## src/rtl/vtc_pkg.sv

```systemverilog
// Shared types and constants for the vertex transform chain.
// Holds the transaction payload structs, the sequencer states and the command codes.
// No dependencies.
`default_nettype none

package vtc_pkg;

	localparam int WORD_W   = 32;
	localparam int NUM_COLS = 4;

	typedef logic signed [WORD_W-1:0] word_t;
	typedef word_t [NUM_COLS-1:0] vec4_t;

	localparam word_t WORD_MAX = {1'b0, {(WORD_W-1){1'b1}}};
	localparam word_t WORD_MIN = {1'b1, {(WORD_W-1){1'b0}}};

	localparam logic CMD_LOAD  = 1'b0;
	localparam logic CMD_XFORM = 1'b1;

	typedef struct packed {
		logic        cmd;
		logic [1:0]  matrix_select;
		logic [3:0]  element_index;
		word_t       coefficient;
		word_t       pos_x;
		word_t       pos_y;
		word_t       pos_z;
		word_t       pos_w;
		word_t       in_red;
		word_t       in_green;
		word_t       in_blue;
		word_t       in_alpha;
	} req_t;

	typedef struct packed {
		word_t screen_x;
		word_t screen_y;
		word_t screen_z;
		word_t out_red;
		word_t out_green;
		word_t out_blue;
		word_t out_alpha;
	} rsp_t;

	typedef struct packed {
		logic       valid;
		logic [1:0] row;
	} dot_tag_t;

	typedef struct packed {
		logic       valid;
		logic [1:0] row;
		word_t      value;
	} dot_res_t;

	typedef enum logic [1:0] {
		ST_IDLE,
		ST_ISSUE,
		ST_DRAIN,
		ST_DONE
	} state_t;

endpackage

`default_nettype wire

```

## src/rtl/vtc_ram.sv

```systemverilog
// Generic single-write, single-read RAM with a registered read port.
// No dependencies.
`default_nettype none

module vtc_ram #(
	parameter int WIDTH = 32,
	parameter int DEPTH = 16
) (
	input  wire logic                     clk,
	input  wire logic                     wr_en,
	input  wire logic [$clog2(DEPTH)-1:0] wr_addr,
	input  wire logic [WIDTH-1:0]         wr_data,
	input  wire logic                     rd_en,
	input  wire logic [$clog2(DEPTH)-1:0] rd_addr,
	output logic      [WIDTH-1:0]         rd_data
);

	logic [WIDTH-1:0] mem_q [DEPTH];

	always_ff @(posedge clk) begin
		if (wr_en) begin
			mem_q[wr_addr] <= wr_data;
		end
		if (rd_en) begin
			rd_data <= mem_q[rd_addr];
		end
	end

endmodule

`default_nettype wire

```

## src/rtl/vtc_coef_store.sv

```systemverilog
// Coefficient store: one RAM per matrix column, addressed by matrix and row.
// Per-entry valid bits make unwritten coefficients read as zero after reset.
// Depends on vtc_pkg and vtc_ram.
`default_nettype none

module vtc_coef_store #(
	parameter int NUM_MATRICES = 4
) (
	input  wire logic          clk,
	input  wire logic          arst_n,
	input  wire logic          wr_en,
	input  wire logic [1:0]    wr_sel,
	input  wire logic [3:0]    wr_idx,
	input  wire vtc_pkg::word_t wr_data,
	input  wire logic          rd_en,
	input  wire logic [1:0]    rd_stage,
	input  wire logic [1:0]    rd_row,
	output vtc_pkg::vec4_t     rd_data
);

	localparam int DEPTH = NUM_MATRICES * 4;
	localparam int AW    = $clog2(DEPTH);

	logic          wr_ok;
	logic [4:0]    wr_full;
	logic [4:0]    rd_full;
	logic [AW-1:0] wr_addr;
	logic [AW-1:0] rd_addr;
	logic [1:0]    wr_col;
	logic [3:0]    valid_q [DEPTH];
	logic [3:0]    vld_rd_q;
	vtc_pkg::vec4_t ram_rd;

	assign wr_ok   = wr_en && (32'(wr_sel) < NUM_MATRICES);
	assign wr_full = {1'b0, wr_sel, wr_idx[3:2]};
	assign rd_full = {1'b0, rd_stage, rd_row};
	assign wr_addr = wr_full[AW-1:0];
	assign rd_addr = rd_full[AW-1:0];
	assign wr_col  = wr_idx[1:0];

	for (genvar c = 0; c < vtc_pkg::NUM_COLS; c++) begin : g_col
		vtc_ram #(
			.WIDTH(vtc_pkg::WORD_W),
			.DEPTH(DEPTH)
		) u_ram (
			.clk    (clk),
			.wr_en  (wr_ok && (wr_col == 2'(c))),
			.wr_addr(wr_addr),
			.wr_data(wr_data),
			.rd_en  (rd_en),
			.rd_addr(rd_addr),
			.rd_data(ram_rd[c])
		);

		assign rd_data[c] = vld_rd_q[c] ? ram_rd[c] : '0;
	end

	always_ff @(posedge clk or negedge arst_n) begin
		if (!arst_n) begin
			for (int i = 0; i < DEPTH; i++) begin
				valid_q[i] <= '0;
			end
			vld_rd_q <= '0;
		end else begin
			if (wr_ok) begin
				valid_q[wr_addr][wr_col] <= 1'b1;
			end
			if (rd_en) begin
				vld_rd_q <= valid_q[rd_addr];
			end
		end
	end

endmodule

`default_nettype wire

```

## config.mk

```make
export PLATFORM = sky130hd
export DESIGN_NAME = vtc_coef_store
export DESIGN_NICKNAME = d
export VERILOG_FILES = /design/src/rtl/vtc_pkg.sv /design/src/rtl/vtc_ram.sv /design/src/rtl/vtc_coef_store.sv
export SDC_FILE = /design/constraint.sdc
export NUM_CORES = 2
export LEC_CHECK = 0
export BUFFER_PORTS_ARGS = -buffer_cell sky130_fd_sc_hd__buf_2
export CAP_MARGIN = 10
export CORE_AREA = 2 2 334 418
export DETAILED_ROUTE_END_ITERATION = 8
export DIE_AREA = 0 0 336 420
export PLACE_DENSITY = 0.79
export SYNTH_ARGS = -nofsm -noshare
export SYNTH_HDL_FRONTEND = slang
export SYNTH_HIERARCHICAL = 1
export SYNTH_SLANG_ARGS = --single-unit
```

## constraint.sdc

```tcl
create_clock -name clk -period 1.63 [get_ports clk]
set_input_delay 0.2445 -clock clk [delete_from_list [all_inputs] [get_ports clk]]
set_output_delay 0.2445 -clock clk [all_outputs]
set_load 0.005 [all_outputs]
```

==> reports/summary.txt <==
worst-path fanout max: 32
Static Leak: 33.2 nW
GRT busiest layer: met2
DR WL/cell: 34.1 um
count of final hold-check violations: 0
# rows: 152
vias post-DR: 43.2k
GR Util All Layers: 0.316
Slew headroom: 0.303
worst path arrival time: 1.75 ns
Period Utilization, post-route: 1.22
Num Clock Sinks: 2,244
GRT overflow: 0
post-route clock skew: 0.0269 ns
Reg clk slew, reported paths: 0.06 ns
Root Buffer: clkbuf_16
GP Congestion: 0.807
post-place setup slack: -0.616 ns
GR Util met3: 0.0493
pin count of the biggest net entering global routing: 65
cell area after layout: 100,000 um^2
initial antenna violation count: 10
time the worst path needs with I/O delays and setup: 1.99 ns
drt pass-1 iters: 6
die width: 336 um
Final HPWL DP: 118 mm
ANT nets after route: 0
CTS buffer count: 196
Worst Tran Pin Value: 1.04 ns
synthesized area: 84,500 um^2
WL final: 217 mm
max_cap viols: 0
flop and latch count out of synthesis: 2,244
Area contributors post-synth: edfxtp_1 (77%), mux4_2 (14%), a22oi_1 (2.3%)
status: finished, violations left
Hold Path Class: in2reg
Synth area leader: edfxtp_1
htree depth: 4
I/O Buffers: 173
nature of the critical path startpoint: flop
vias in the first global route: 44.9k
final-report setup violation count: 135
PnR worst setup slack: -0.364 ns
Setup crit end kind: primary output
pwr/cell area: 1190 nW/um^2
initial drt markers: 6,338
worst-skew pair later-pin latency: 0.83 ns
Synth Instances: 3,699
achievable frequency: 0.502 GHz
number of distinct library cells after synthesis: 31
GR Util met1: 0.418
starting density of the core: 0.617
met2 Use GR: 0.538
failing checks: setup timing
Die Span Y: 420 um
DR DRC count: 0
Setup CP Type: reg2out
Nets: 4,396
Syn. warnings: 6
Worst EP required: 1.39 ns
syn_nets: 3,745
Synth top area share: 0.773
Via density: 6.78
VDD IR-drop max: 1.04 mV
sequential area share after synthesis: 0.793
share of layout cells above drive strength 1: 0.348
maximum root-to-sink buffer count: 3
Mapped Avg Cell Area: 22.9 um^2
CTS tree: yes
RSZ-0062 raised after global routing: yes
first-pass GRT wire length: 314 mm
dpl cell area: 93,600 um^2
I/O Pins: 174
die footprint: 141,000 um^2
Slew Viols, Final: 0
Core Area: 137,000 um^2
area delta synth->final: 18.6%
[path summary, 6_finish.rpt]
kind,startpoint,to,slack [ns],cells past startpoint
max in group asynchronous,arst_n,valid_q[33],1.00,3
min,wr_idx[1],valid_q[17],0.03,4
min reg2reg,valid_q[44],valid_q[44],0.45,1
min in group asynchronous,arst_n,valid_q[20],0.08,2
max,vld_rd_q[2],rd_data[87],-0.36,3
max reg2reg,g_col[1].u_ram/mem_q[3][20],g_col[1].u_ram/rd_data[20],-0.02,3
[state kept, by name (all words and copies together) (netlist names)]
name and count:
g_col.u_ram/mem_q 2048, g_col.u_ram/rd_data 128, valid_q 64, vld_rd_q 4
[cells in the mapped netlist, drive strengths merged]
master	n
edfxtp	2176
mux4	528
a22oi	256
nand2	135
and2	132
buf	110
clkbuf	86
dfrtp	68
nor2	56
a21o	44
nor3	22
o21bai	20
mux2i	12
nand2b	12
nand3b	9
nor2b	8
nand3	5
or2	5
or3b	5
inv	4
mux2	4
nand4	1
nor4	1
[where the power goes]
part / leakage (nW) / internal, mW / total (mW) / switching [mW]
Clock: 3.03 / 25.3 / 45.9 / 20.6
Sequential: 20.6 / 64.3 / 64.7 / 0.435
Combinational: 9.63 / 3.58 / 8.22 / 4.65
Total: 33.2 / 93.1 / 119 / 25.7
[placed cells by master (no fill, tap or decap), types with 20 or more instances in the layout]
cell type  synthesis  layout
edfxtp_1        2176    2176
mux4_2           516     520
buf_4             44     239
buf_12             1     221
a22oi_1          256     219
clkbuf_16          0     201
buf_2             19     167
and2_1           132     126
nand2_1          135     122
dfrtp_1           68      68
clkbuf_1          85      55
nor2_4             0      49
a21o_1            44      44
clkinv_1           0      43
a22oi_2            0      37
clkinv_2           0      27
o21bai_1          20      20
[kinds of logic (layout without fill, tap and decap cells)]
logic type             count (synthesis)  count (layout)  synth area share
AO/OA/AOI/OAI                        320             320            0.0284
buffers and inverters                200            1018            0.0122
flip-flops                          2244            2244             0.793
multiplexers                         544             544             0.143
other                                  0               1                 0
AND/OR/NAND/NOR                      391             391            0.0232
[through the flow]
step / power, mW / instances / setup TNS [ns] / hold slack [ns] / util
floorplan: 69.5 / 3699 / -955.93 / -0.0511 / -
global placement: 73.4 / 5981 / -954.38 / 0.220 / 0.682
detailed placement: 73.7 / 5981 / -980.52 / 0.222 / 0.682
CTS: 119 / 6362 / -196.93 / 0.00279 / 0.730
global route: 122 / 6365 / -49.55 / 0.0126 / 0.731
finish: 119 / 6366 / -40.91 / 0.0275 / 0.731
[area by class of cell]
class / count / area [um^2]
Sequential cell: 2244 / 67000
Timing Repair Buffer: 649 / 7290
Clock buffer: 257 / 5250
Clock inverter: 108 / 991
Fill cell: 7022 / 36900
Tap cell: 1848 / 2310
Antenna cell: 1 / 2.50
Inverter: 4 / 17.5
Multi-Input combinational cell: 1255 / 17300
[metal layers]
metal  vias up  wire [um]
li1      16900          -
met4        12       8070
met2      2990     114000
met1     22800      74800
met3       490      20400
met5         -         63
[what timing repair did]
action,in CTS,in global routing
pin swaps,8,7
setup endpoints to repair,152,1732
cloned,0,1
hold buffers,16,1
buffers inserted,0,2
resized for setup,42,25
hold endpoints to repair,617,3
[critical path, stage by stage (launching register included)]
cell	delay, ns
dfrtp_1	0.41
buf_12	0.16
and2_1	0.18
buf_2	0.13
Note: power is estimated with default switching activity, not from simulation.
